==> config.mk <==
export PLATFORM = sky130hd
export DESIGN_NAME = intel_hex_record_writer
export DESIGN_NICKNAME = d
export VERILOG_FILES = /design/src/rtl/core/ihw_pkg.sv /design/src/rtl/core/ihw_front.sv /design/src/rtl/core/ihw_queue.sv /design/src/rtl/core/ihw_back.sv /design/src/rtl/core/intel_hex_record_writer.sv
export SDC_FILE = /design/constraint.sdc
export NUM_CORES = 1
export LEC_CHECK = 0
export BUFFER_PORTS_ARGS = -buffer_cell sky130_fd_sc_hd__buf_2
export CAP_MARGIN = 40
export CORE_ASPECT_RATIO = 0.8
export CORE_MARGIN = 4
export CORE_UTILIZATION = 28
export CTS_BUF_LIST = sky130_fd_sc_hd__clkbuf_16
export DETAILED_ROUTE_END_ITERATION = 10
export GPL_TIMING_DRIVEN = 0
export SLEW_MARGIN = 15
export SYNTH_ARGS = -nofsm -noshare
export SYNTH_HDL_FRONTEND = slang
export SYNTH_SLANG_ARGS = --single-unit
==> constraint.sdc <==
create_clock -name clk -period 10.44 [get_ports clk]
set_input_delay 0.522 -clock clk [delete_from_list [all_inputs] [get_ports clk]]
set_output_delay 0.522 -clock clk [all_outputs]
set_load 0.1 [all_outputs]
==> src/rtl/core/ihw_pkg.sv <==
// ----------------------------------------------------------------------------
// ihw_pkg
// Shared types, codes and helpers of the hex record writer.
// ----------------------------------------------------------------------------
package ihw_pkg;

    localparam int QDEPTH = 4;
    localparam int QAW    = $clog2(QDEPTH);

    localparam logic [2:0] OP_DATA_START = 3'd0;
    localparam logic [2:0] OP_DATA_BYTE  = 3'd1;
    localparam logic [2:0] OP_EXEC_START = 3'd2;
    localparam logic [2:0] OP_FINISH     = 3'd3;
    localparam logic [2:0] OP_IGNORE     = 3'd4;

    localparam logic [1:0] CFG_SEGMENTED = 2'd0;
    localparam logic [1:0] CFG_START_EN  = 2'd1;
    localparam logic [1:0] CFG_FOOTER_EN = 2'd2;

    localparam logic [7:0] REC_DATA = 8'h00;
    localparam logic [7:0] REC_EOF  = 8'h01;
    localparam logic [7:0] REC_ESA  = 8'h02;
    localparam logic [7:0] REC_SSA  = 8'h03;
    localparam logic [7:0] REC_ELA  = 8'h04;
    localparam logic [7:0] REC_SLA  = 8'h05;

    localparam logic [6:0] CH_COLON   = 7'h3A;
    localparam logic [6:0] CH_NEWLINE = 7'h0A;
    localparam logic [6:0] CH_NUL     = 7'h00;

    // One line fragment: optional ':' and sum reset, bytes, optional checksum and newline
    typedef struct packed {
        logic            err;
        logic            open;
        logic            close;
        logic            last;
        logic [2:0]      nb_m1;
        logic [7:0][7:0] bytes;
    } entry_t;

    typedef enum logic [0:0] {
        FR_RUN,
        FR_HEAD
    } fr_state_t;

    typedef enum logic [2:0] {
        PH_COLON,
        PH_HI,
        PH_LO,
        PH_CKHI,
        PH_CKLO,
        PH_NL,
        PH_ERR
    } phase_t;

    function automatic logic [6:0] hex_char(input logic [3:0] n);
        logic [6:0] c;
        if (n < 4'd10)
        begin
            c = 7'h30 + {3'b000, n};
        end
        else
        begin
            c = 7'h37 + {3'b000, n};
        end
        return c;
    endfunction

endpackage

==> src/rtl/core/ihw_front.sv <==
// ----------------------------------------------------------------------------
// ihw_front
// Accepts input items, tracks base address and record length, and queues
// line fragments for the back end.
// ----------------------------------------------------------------------------
module ihw_front
    import ihw_pkg::*;
(
    input  logic        clk,
    input  logic        rst_n,
    input  logic        cfg_we,
    input  logic [1:0]  cfg_index,
    input  logic        cfg_data,
    input  logic        s_tvalid,
    output logic        s_tready,
    input  logic [47:0] s_tdata,
    input  logic [2:0]  s_tuser,
    input  logic        q_full,
    output logic        q_push,
    output entry_t      q_entry
);

    fr_state_t   st_reg, st_next;
    logic        seg_reg, start_en_reg, footer_en_reg;
    logic [15:0] ua_reg, ua_next;
    logic        uv_reg, uv_next;
    logic [7:0]  bl_reg, bl_next;
    logic [7:0]  hold_len_reg, hold_len_next;
    logic [15:0] hold_addr_reg, hold_addr_next;

    logic [2:0]  op;
    logic [31:0] addr;
    logic [7:0]  len;
    logic [7:0]  db;
    logic [15:0] up;
    logic        acc;
    logic        need_base;
    logic        seg_bad;

    assign op   = s_tuser;
    assign addr = s_tdata[31:0];
    assign len  = s_tdata[39:32];
    assign db   = s_tdata[47:40];
    assign up   = addr[31:16];

    assign s_tready  = (st_reg == FR_RUN) && !q_full;
    assign acc       = s_tvalid && s_tready;
    assign need_base = !uv_reg || (up != ua_reg);
    assign seg_bad   = seg_reg && (up[15:4] != 12'd0);

    always_ff @(posedge clk or negedge rst_n)
    begin
        if (!rst_n)
        begin
            seg_reg       <= 1'b0;
            start_en_reg  <= 1'b1;
            footer_en_reg <= 1'b1;
        end
        else if (cfg_we)
        begin
            case (cfg_index)
                CFG_SEGMENTED: seg_reg       <= cfg_data;
                CFG_START_EN:  start_en_reg  <= cfg_data;
                CFG_FOOTER_EN: footer_en_reg <= cfg_data;
                default:       ;
            endcase
        end
    end

    always_ff @(posedge clk or negedge rst_n)
    begin
        if (!rst_n)
        begin
            st_reg        <= FR_RUN;
            ua_reg        <= '0;
            uv_reg        <= 1'b0;
            bl_reg        <= '0;
            hold_len_reg  <= '0;
            hold_addr_reg <= '0;
        end
        else
        begin
            st_reg        <= st_next;
            ua_reg        <= ua_next;
            uv_reg        <= uv_next;
            bl_reg        <= bl_next;
            hold_len_reg  <= hold_len_next;
            hold_addr_reg <= hold_addr_next;
        end
    end

    always_comb
    begin
        st_next        = st_reg;
        ua_next        = ua_reg;
        uv_next        = uv_reg;
        bl_next        = bl_reg;
        hold_len_next  = hold_len_reg;
        hold_addr_next = hold_addr_reg;
        q_push         = 1'b0;
        q_entry        = '0;

        case (st_reg)
            FR_RUN:
            begin
                if (acc)
                begin
                    case (op)
                        OP_DATA_START:
                        begin
                            q_push = 1'b1;
                            if (need_base && seg_bad)
                            begin
                                q_entry.err  = 1'b1;
                                q_entry.last = 1'b1;
                                bl_next      = '0;
                            end
                            else if (need_base)
                            begin
                                ua_next        = up;
                                uv_next        = 1'b1;
                                bl_next        = len;
                                hold_len_next  = len;
                                hold_addr_next = addr[15:0];
                                st_next        = FR_HEAD;
                                q_entry.open     = 1'b1;
                                q_entry.close    = 1'b1;
                                q_entry.nb_m1    = 3'd5;
                                q_entry.bytes[0] = 8'h02;
                                if (seg_reg)
                                begin
                                    q_entry.bytes[3] = REC_ESA;
                                    q_entry.bytes[4] = {up[3:0], 4'h0};
                                end
                                else
                                begin
                                    q_entry.bytes[3] = REC_ELA;
                                    q_entry.bytes[4] = up[15:8];
                                    q_entry.bytes[5] = up[7:0];
                                end
                            end
                            else
                            begin
                                bl_next          = len;
                                q_entry.open     = 1'b1;
                                q_entry.close    = (len == 8'd0);
                                q_entry.last     = 1'b1;
                                q_entry.nb_m1    = 3'd3;
                                q_entry.bytes[0] = len;
                                q_entry.bytes[1] = addr[15:8];
                                q_entry.bytes[2] = addr[7:0];
                                q_entry.bytes[3] = REC_DATA;
                            end
                        end
                        OP_DATA_BYTE:
                        begin
                            if (bl_reg != 8'd0)
                            begin
                                q_push           = 1'b1;
                                bl_next          = bl_reg - 8'd1;
                                q_entry.close    = (bl_reg == 8'd1);
                                q_entry.last     = 1'b1;
                                q_entry.bytes[0] = db;
                            end
                        end
                        OP_EXEC_START:
                        begin
                            if (start_en_reg)
                            begin
                                q_push           = 1'b1;
                                q_entry.open     = 1'b1;
                                q_entry.close    = 1'b1;
                                q_entry.last     = 1'b1;
                                q_entry.nb_m1    = 3'd7;
                                q_entry.bytes[0] = 8'h04;
                                q_entry.bytes[3] = seg_reg ? REC_SSA : REC_SLA;
                                q_entry.bytes[4] = addr[31:24];
                                q_entry.bytes[5] = addr[23:16];
                                q_entry.bytes[6] = addr[15:8];
                                q_entry.bytes[7] = addr[7:0];
                            end
                        end
                        OP_FINISH:
                        begin
                            uv_next = 1'b0;
                            bl_next = '0;
                            if (footer_en_reg)
                            begin
                                q_push           = 1'b1;
                                q_entry.open     = 1'b1;
                                q_entry.close    = 1'b1;
                                q_entry.last     = 1'b1;
                                q_entry.nb_m1    = 3'd3;
                                q_entry.bytes[3] = REC_EOF;
                            end
                        end
                        OP_IGNORE: ;
                        default:
                        begin
                            q_push       = 1'b1;
                            q_entry.err  = 1'b1;
                            q_entry.last = 1'b1;
                        end
                    endcase
                end
            end
            FR_HEAD:
            begin
                if (!q_full)
                begin
                    q_push           = 1'b1;
                    st_next          = FR_RUN;
                    q_entry.open     = 1'b1;
                    q_entry.close    = (hold_len_reg == 8'd0);
                    q_entry.last     = 1'b1;
                    q_entry.nb_m1    = 3'd3;
                    q_entry.bytes[0] = hold_len_reg;
                    q_entry.bytes[1] = hold_addr_reg[15:8];
                    q_entry.bytes[2] = hold_addr_reg[7:0];
                    q_entry.bytes[3] = REC_DATA;
                end
            end
            default: st_next = FR_RUN;
        endcase
    end

endmodule

==> src/rtl/core/ihw_queue.sv <==
// ----------------------------------------------------------------------------
// ihw_queue
// Short first-in first-out queue of line fragments between front and back.
// ----------------------------------------------------------------------------
module ihw_queue
    import ihw_pkg::*;
(
    input  logic   clk,
    input  logic   rst_n,
    input  logic   push,
    input  entry_t push_entry,
    output logic   full,
    input  logic   pop,
    output logic   valid,
    output entry_t head
);

    entry_t         mem_reg [QDEPTH];
    logic [QAW-1:0] wr_ptr_reg;
    logic [QAW-1:0] rd_ptr_reg;
    logic [QAW:0]   cnt_reg;
    logic           do_push;
    logic           do_pop;

    assign full    = (cnt_reg == (QAW+1)'(QDEPTH));
    assign valid   = (cnt_reg != '0);
    assign head    = mem_reg[rd_ptr_reg];
    assign do_push = push && !full;
    assign do_pop  = pop && valid;

    always_ff @(posedge clk)
    begin
        if (do_push)
        begin
            mem_reg[wr_ptr_reg] <= push_entry;
        end
    end

    always_ff @(posedge clk or negedge rst_n)
    begin
        if (!rst_n)
        begin
            wr_ptr_reg <= '0;
            rd_ptr_reg <= '0;
            cnt_reg    <= '0;
        end
        else
        begin
            if (do_push)
            begin
                wr_ptr_reg <= wr_ptr_reg + QAW'(1);
            end
            if (do_pop)
            begin
                rd_ptr_reg <= rd_ptr_reg + QAW'(1);
            end
            case ({do_push, do_pop})
                2'b10:   cnt_reg <= cnt_reg + (QAW+1)'(1);
                2'b01:   cnt_reg <= cnt_reg - (QAW+1)'(1);
                default: cnt_reg <= cnt_reg;
            endcase
        end
    end

endmodule

==> src/rtl/core/ihw_back.sv <==
// ----------------------------------------------------------------------------
// ihw_back
// Expands queued line fragments into characters, keeps the line checksum,
// and drives the output register.
// ----------------------------------------------------------------------------
module ihw_back
    import ihw_pkg::*;
(
    input  logic       clk,
    input  logic       rst_n,
    input  logic       q_valid,
    input  entry_t     q_head,
    output logic       q_pop,
    output logic       m_tvalid,
    input  logic       m_tready,
    output logic [7:0] m_tdata,
    output logic       m_tlast,
    output logic       m_tuser
);

    entry_t     cur_reg, cur_next;
    phase_t     ph_reg, ph_next;
    logic       busy_reg, busy_next;
    logic [2:0] idx_reg, idx_next;
    logic [7:0] sum_reg, sum_next;
    logic       ov_reg, ov_next;
    logic [6:0] och_reg, och_next;
    logic       olast_reg, olast_next;
    logic       oerr_reg, oerr_next;

    logic       adv;
    logic       fin;
    logic [7:0] cur_byte;
    logic [7:0] ck;
    logic [6:0] ch;

    assign adv      = !ov_reg || m_tready;
    assign cur_byte = cur_reg.bytes[idx_reg];
    assign ck       = 8'd0 - sum_reg;

    assign m_tvalid = ov_reg;
    assign m_tdata  = {1'b0, och_reg};
    assign m_tlast  = olast_reg;
    assign m_tuser  = oerr_reg;

    always_ff @(posedge clk or negedge rst_n)
    begin
        if (!rst_n)
        begin
            cur_reg   <= '0;
            ph_reg    <= PH_COLON;
            busy_reg  <= 1'b0;
            idx_reg   <= '0;
            sum_reg   <= '0;
            ov_reg    <= 1'b0;
            och_reg   <= '0;
            olast_reg <= 1'b0;
            oerr_reg  <= 1'b0;
        end
        else
        begin
            cur_reg   <= cur_next;
            ph_reg    <= ph_next;
            busy_reg  <= busy_next;
            idx_reg   <= idx_next;
            sum_reg   <= sum_next;
            ov_reg    <= ov_next;
            och_reg   <= och_next;
            olast_reg <= olast_next;
            oerr_reg  <= oerr_next;
        end
    end

    always_comb
    begin
        cur_next   = cur_reg;
        ph_next    = ph_reg;
        busy_next  = busy_reg;
        idx_next   = idx_reg;
        sum_next   = sum_reg;
        ov_next    = ov_reg;
        och_next   = och_reg;
        olast_next = olast_reg;
        oerr_next  = oerr_reg;
        fin        = 1'b0;
        ch         = CH_NUL;
        q_pop      = 1'b0;

        case (ph_reg)
            PH_COLON: ch = CH_COLON;
            PH_HI:    ch = hex_char(cur_byte[7:4]);
            PH_LO:
            begin
                ch  = hex_char(cur_byte[3:0]);
                fin = (idx_reg == cur_reg.nb_m1) && !cur_reg.close;
            end
            PH_CKHI:  ch = hex_char(ck[7:4]);
            PH_CKLO:  ch = hex_char(ck[3:0]);
            PH_NL:
            begin
                ch  = CH_NEWLINE;
                fin = 1'b1;
            end
            PH_ERR:
            begin
                ch  = CH_NUL;
                fin = 1'b1;
            end
            default:  ch = CH_NUL;
        endcase

        if (adv)
        begin
            ov_next = busy_reg;
        end

        if (busy_reg && adv)
        begin
            och_next   = ch;
            olast_next = cur_reg.last && fin;
            oerr_next  = (ph_reg == PH_ERR);
            case (ph_reg)
                PH_COLON:
                begin
                    sum_next = '0;
                    ph_next  = PH_HI;
                end
                PH_HI: ph_next = PH_LO;
                PH_LO:
                begin
                    sum_next = sum_reg + cur_byte;
                    if (idx_reg == cur_reg.nb_m1)
                    begin
                        ph_next = PH_CKHI;
                    end
                    else
                    begin
                        idx_next = idx_reg + 3'd1;
                        ph_next  = PH_HI;
                    end
                end
                PH_CKHI: ph_next = PH_CKLO;
                PH_CKLO:
                begin
                    sum_next = '0;
                    ph_next  = PH_NL;
                end
                default: ph_next = ph_reg;
            endcase
            if (fin)
            begin
                busy_next = 1'b0;
            end
        end

        // load the next fragment when idle or as the current one finishes
        if (q_valid && (!busy_reg || (adv && fin)))
        begin
            q_pop     = 1'b1;
            busy_next = 1'b1;
            cur_next  = q_head;
            idx_next  = '0;
            if (q_head.err)
            begin
                ph_next = PH_ERR;
            end
            else if (q_head.open)
            begin
                ph_next = PH_COLON;
            end
            else
            begin
                ph_next = PH_HI;
            end
        end
    end

endmodule

==> src/rtl/core/intel_hex_record_writer.sv <==
// Path: an accepted item goes through the fragment queue, the back end's current fragment
// register and the output register. One character per cycle while the sink is ready and
// fragments wait; a data byte item gives 2 characters (5 when it closes the line), any item
// at most 28 (base record and zero-length data head). Input stalls only while the 4-entry
// fragment queue is full, or while the front end still has to queue the data head after
// a base record. Reset: config to defaults, no base sent, queue and output empty.
// ----------------------------------------------------------------------------
// intel_hex_record_writer
// Load-file record stream to hex text, one ASCII character per output item.
// ----------------------------------------------------------------------------
module intel_hex_record_writer
    import ihw_pkg::*;
(
    input  logic        clk,
    input  logic        rst_n,
    input  logic        cfg_we,
    input  logic [1:0]  cfg_index,
    input  logic        cfg_data,
    input  logic        s_tvalid,
    output logic        s_tready,
    input  logic [47:0] s_tdata,   // address[31:0], length[39:32], data_byte[47:40]
    input  logic [2:0]  s_tuser,   // opcode[2:0]
    output logic        m_tvalid,
    input  logic        m_tready,
    output logic [7:0]  m_tdata,   // text_char[6:0], zero[7]
    output logic        m_tlast,
    output logic        m_tuser    // error[0]
);

    logic   q_full;
    logic   q_push;
    entry_t q_in;
    logic   q_pop;
    logic   q_valid;
    entry_t q_head;

    ihw_front u_front (
        .clk       (clk),
        .rst_n     (rst_n),
        .cfg_we    (cfg_we),
        .cfg_index (cfg_index),
        .cfg_data  (cfg_data),
        .s_tvalid  (s_tvalid),
        .s_tready  (s_tready),
        .s_tdata   (s_tdata),
        .s_tuser   (s_tuser),
        .q_full    (q_full),
        .q_push    (q_push),
        .q_entry   (q_in)
    );

    ihw_queue u_queue (
        .clk        (clk),
        .rst_n      (rst_n),
        .push       (q_push),
        .push_entry (q_in),
        .full       (q_full),
        .pop        (q_pop),
        .valid      (q_valid),
        .head       (q_head)
    );

    ihw_back u_back (
        .clk      (clk),
        .rst_n    (rst_n),
        .q_valid  (q_valid),
        .q_head   (q_head),
        .q_pop    (q_pop),
        .m_tvalid (m_tvalid),
        .m_tready (m_tready),
        .m_tdata  (m_tdata),
        .m_tlast  (m_tlast),
        .m_tuser  (m_tuser)
    );

endmodule

Word level (Yosys, flattened, before mapping). Memory sizes are Yosys's and may differ from the RTL's. Index checks and enable logic that the tools add are counted.

Add/subtract/negate cells: 16. $lt $le $gt $ge: 5. Eq/ne operators: 22. Muxes and demuxes: 83. Bitwise gates (word level): 2. Reduce and logical (&&, ||, !) cells: 48.

Operators with widths (count): 2-to-1 mux 16 bit (5); case mux 8 bit (3 select lines) (3); 2-to-1 mux 71 bit (1); case mux 32 bit (2 select lines) (1); adder 6 x 4 -> 7 bit (first input constant) (8); 2-to-1 mux 8 bit (7); 2-to-1 mux 48 bit (1); 2-to-1 mux 46 bit (1); case mux 7 bit (6 select lines) (1); 2-to-1 mux 3 bit (11); 2-to-1 mux 32 bit (1); case mux 16 bit (2 select lines) (1); 2-to-1 mux 7 bit (4); 2-to-1 mux 1 bit (25); binary-select mux 8 bit (select 3 bit) (1); 2-to-1 mux 24 bit (1); logical NOT 8 bit (2); less-than comparator 4 bit (second input constant) (4); != test 16 bit (1); case mux 8 bit (2 select lines) (1); == test 3 bit (second input constant) (5); case mux 3 bit (5 select lines) (1); == test 3 x 2 -> 1 bit (second input constant) (4); 2-to-1 mux 6 bit (2); 39 further kinds (84).

Register bits after elaboration: 154. RAM bits: 284. Bits of input ports: 59. Logic and storage cells: 208. Memories kept: 1.

Memories: u_queue.mem_reg (depth 4, width 71, rd ports 1, clocked after memory_dff 0, write ports 1, line ihw_queue.sv:18) `entry_t mem_reg [QDEPTH];`.

Logic depth before layout (Yosys ltp).
Depth after elaboration: 10. Mapped depth: 15.

By module. A second synthesis with hierarchy kept.

Cells, all modules: 1409. Area total of the unflattened synthesis: 19912.8 um2.

By module, submodules not included: ihw_queue (instances 1, cells each 408, area an instance 10745.3 um2, seq. area each 8703.3 um2); ihw_back (instances 1, cells each 647, area an instance 5645.4 um2, seq. area each 2352.3 um2); ihw_front (instances 1, cells each 354, area an instance 3522.1 um2, seq. area each 1328.8 um2).

Least setup slack after synthesis. No wires, ideal clock.

Path kind: input to register. From: input s_tuser[0]. To: memory u_queue.mem_reg[0][0] in the netlist's numbering (enable). Arrival: 4.571 ns. Data required time: 9.944 ns. Setup slack: 5.373 ns. Stages: 9. Buffers on the path: 2. Cells stage by stage: buf_4 nand2b_4 or2_2 buf_4 nor2_8 nor2_1 a31oi_1 nor2_2 nor2b_1.

Longest elaborated chain between the ends: 7.

RTL lines: start: declaration (line intel_hex_record_writer.sv:22) `input logic [2:0] s_tuser,`; == test 3 bit (tied with other cells) (line ihw_front.sv:108) `case (op)`; case mux 1 bit (4 select lines) (*) (line ihw_front.sv:108); 2-to-1 mux 1 bit (*) (line ihw_front.sv:106) `if (acc)`; case mux 1 bit (2 select lines) (*) (line ihw_front.sv:103) `case (st_reg)`; logical AND 1 bit (*) (line ihw_queue.sv:28) `assign do_push = push && !full;`; 2-to-1 mux 1 bit (*) (line ihw_queue.sv:33) `if (do_push)`; 2-to-1 mux 1 bit (implied by the code) (*) (line ihw_queue.sv:35) `mem_reg[wr_ptr_reg] <= push_entry;`; end: declaration (line ihw_queue.sv:18).

Every way passes the cells marked *; elsewhere a longest branch is shown, timed or not.

Worst setup path in the final report.
From: register u_back.idx_reg[0]. To: register u_back.sum_reg[6].

Longest elaborated chain between the ends: 4.

RTL lines: start: declaration (line ihw_back.sv:24) `logic [2:0] idx_reg, idx_next;`; start signal: assignment (line ihw_back.sv:65) `idx_reg <= idx_next;`; binary-select mux 8 bit (select 3 bit) (line ihw_back.sv:38) `assign cur_byte = cur_reg.bytes[idx_reg];`; 2-to-1 mux 8 bit (implied by the code) (line ihw_back.sv:38); adder 8 bit (line ihw_back.sv:131) `sum_next = sum_reg + cur_byte;`; case mux 8 bit (2 select lines) (line ihw_back.sv:122) `case (ph_reg)`; end signal: assignment (line ihw_back.sv:66) `sum_reg <= sum_next;`; end: declaration (line ihw_back.sv:25) `logic [7:0] sum_reg, sum_next;`.

Every way passes these cells. The select of a mux whose other input is x is not followed. A chain may end at the register's enable or synchronous reset.

==> impl_metrics.tcl <==
set metrics [dict create \
    cp_common_cell "a21o_1" \
    finalSetupTns_ns 0 \
    hp-class "input pin to register" \
    wirelength_mm 44.32 \
    hpwl_mm 32.18 \
    routedWlPerCell_um 20.20 \
    numCtsBuffers 41 \
    critPathSlowestCell "mux4_2" \
    rows 83 \
    antenna_found_initial 2 \
    post-route-util_pct 33.10 \
    postRouteAntennaNets 0 \
    die-area_um2 69440 \
    maxSlewHeadroom_pct 43.61 \
    min_period_over_period_pct 34.83 \
    cp.arrival_ns 4.08 \
    grt_pass1_vias 10831 \
    syn_area_per_cell_um2 15.47 \
    area_growth_pct 16.64 \
    worstMarginPinSlew_ns 0.8459 \
    hold-path-cell-count 3 \
    gp_congestion 0.8273 \
    viasPerCell 4.901 \
    path_delay_family "compound AO/OA/AOI/OAI gates" \
    cp_data_required_time_ns 10.88 \
    r2r_setup_slack_ns 6.80 \
    min_from "cfg_data" \
    period_minus_slack_ns 3.636 \
    holdPathEnd "u_front.seg_reg$_DFFE_PN0P_" \
    crit_chain "buf_4 > buf_6 > mux4_2 > mux2i_1 > inv_1 > ha_1 > fa_1 > a21o_1 > a21o_1 > a21o_1 > a21oi_1 > xnor2_1 > a22o_1" \
    syn_area_um2 18270 \
    clkSinkCount 409 \
    drv_cap 0 \
    grt_use_total_pct 12.77 \
    cts_max_path_buffers 3 \
    r2r-start "u_back.idx_reg[0]$_DFFE_PN0P_" \
    critPathLaunchType "register" \
    synth-edff-count 260 \
    hold_viol_final 0 \
    drc 0 \
    synth_cell_type_count 80 \
    grt-ovfl-total 0 \
    p_per_area_nw_per_um2 178.7 \
    core_area_um2 64390 \
    clock-skew-final_ns 0.02790 \
    path_class "register to register" \
    grt_max_degree 84 \
    netlist_instances 1181 \
    yosysSeqAreaShare_pct 63.15 \
    synth_seq_cells 409 \
    synth_top_flop_cell "edfxtp_1" \
    cp-end-kind "register" \
    drv_slew 0 \
    first_pass_iters 5 \
    rsz0062_at_grt "false" \
    max_stage_delay_ns 0.51 \
    cts-resized-gates 0 \
    syn_nets 1262 \
    via_count 10752 \
    nFillCells 6237 \
    worst_r2r_endpoint "u_back.sum_reg[6]$_DFFE_PN0P_" \
    htreeDepth 2 \
    clk_pin_slew_worst_paths_ns 0.06 \
    dieHeight_um 236.5 \
    diodes 0 \
    max_freq_mhz 275.0 \
    cts-root-buf "clkbuf_16" \
    grt_pass1_wl_mm 68.05 \
    yosys_warnings 0 \
    setup_violations 0 \
    num-nets-final 1392 \
    status "complete, no violations" \
    path_buf_inv 3 \
    start_util_pct 28.38 \
    cp_max_fo 10 \
    die_width_um 293.6 \
    drt_iter0_markers 1015 \
    io_pins 71 \
    portBuffers 68 \
    largest_reg_flops 260 \
    clock_latency_ns 0.57 \
    synth-async-reset-ratio_pct 36.43 \
    cts_tree "built" \
    p_leak_nw 7.971 \
    vdd_drop_max_mv 0.1123 \
    r2r.worst_path.cells 13 \
    drive_above_1_share_pct 28.79 \
]
[cell type report]
type / count / area (um^2) / area share [%]
plain buffers: 59 / 316.6 / 1.485
repair buffers: 87 / 739.5 / 3.470
well taps: 850 / 1064 / 4.990
multi-input cells: 688 / 6354 / 29.81
inverters: 25 / 93.84 / 0.4403
clock buffers: 41 / 1026 / 4.814
flip-flops and latches: 409 / 11540 / 54.14
clock inverters: 35 / 181.4 / 0.8512
[synth_stat cells, drive strengths merged (19+ instances only)]
cell      n  share of area, %
o21ai    49               1.4
ha       20               1.4
xor2     19              0.91
mux2    115               7.1
a21oi    26              0.71
and2     32               1.1
a22o     27               1.3
dfrtp   147                20
mux4     74               9.1
xnor2    22               1.1
edfxtp  260                43
buf      33               1.2
clkbuf   26              0.54
nor2     49               1.1
nand2    60               1.2
inv      25              0.51
[kinds of logic after synthesis]
| family | Yosys count | share of synthesized area, % |
|---|---|---|
| buffers and inverters | 84 | 2.246 |
| other | 1 | 0.02052 |
| AO/OA/AOI/OAI | 177 | 6.813 |
| XOR/XNOR | 41 | 2.006 |
| AND/OR/NAND/NOR | 242 | 7.094 |
| multiplexers | 205 | 17.08 |
| flip-flops | 409 | 63.15 |
| adder cells (fa/ha/maj) | 22 | 1.589 |
[worst min-delay path, cell delays in order]
cell and delay [ns]:
buf_2 0.09, nand2_1 0.04, o21ai_0 0.07
[layout by cell type (no fill, tap or decap), drive strengths merged, types with 10 or more instances in the layout]
master / instances
edfxtp: 260
dfrtp: 147
buf: 119
mux2: 115
mux4: 74
clkbuf: 67
nand2: 60
nor2: 49
o21ai: 49
inv: 40
and2: 32
a22o: 27
a21oi: 26
xnor2: 22
ha: 20
xor2: 19
nor3: 18
clkinv: 17
mux2i: 16
nand3: 15
nor4: 13
nand2b: 12
nor2b: 10
[report_power, final]
part	total (mW)	switching, mW	internal (mW)	leakage [nW]
registers	2.02	0.0795	1.94	4.38
logic	0.449	0.258	0.192	2.97
clock network	1.34	0.622	0.721	0.628
total	3.81	0.959	2.85	7.97
[worst max-delay path by stage]
stage,slack [ns],to,startpoint,depth (start not counted)
2_1_floorplan,5.37,u_queue.mem_reg[0][0]$_DFFE_PP_,s_tuser[0],9
3_3_place_gp,2.56,u_queue.mem_reg[0][22]$_DFFE_PP_,s_tuser[2],9
3_5_place_dp,6.80,u_back.sum_reg[6]$_DFFE_PN0P_,u_back.idx_reg[0]$_DFFE_PN0P_,13
4_1_cts,6.78,u_back.sum_reg[6]$_DFFE_PN0P_,u_back.idx_reg[0]$_DFFE_PN0P_,13
5_1_grt,6.58,u_back.sum_reg[6]$_DFFE_PN0P_,u_back.idx_reg[0]$_DFFE_PN0P_,13
6_report,6.80,u_back.sum_reg[6]$_DFFE_PN0P_,u_back.idx_reg[0]$_DFFE_PN0P_,13
[what timing repair did]
action	in CTS	in global routing
setup buffers	0	0
hold endpoints to repair	64	0
hold buffers	1	0
[per-stage QoR]
stage                     power, mW  cell area, um^2  cells  hold slack [ns]  setup WS, ns
after floorplan               2.302            18270   1181           0.2264         5.373
after global placement        2.454            19680   2099           0.4642         2.560
after detailed placement      2.505            20100   2117           0.4772         6.800
after CTS                     3.864            21310   2194           0.1642         6.785
after global routing          3.981            21310   2194           0.1904         6.576
final                         3.809            21310   2194           0.1933         6.804
[layer usage]
| layer | part of all wire [%] | GRT usage (%) | up-vias |
|---|---|---|---|
| met2 | 45 | 19.41 | 333 |
| li1 | - | - | 4846 |
| met5 | 0.065 | 0 | - |
| met3 | 6.9 | 3.151 | 65 |
| met4 | 1.8 | 3.054 | 4 |
| met1 | 46 | 18.45 | 5504 |
No activity file was read; power rests on OpenSTA's default activity.
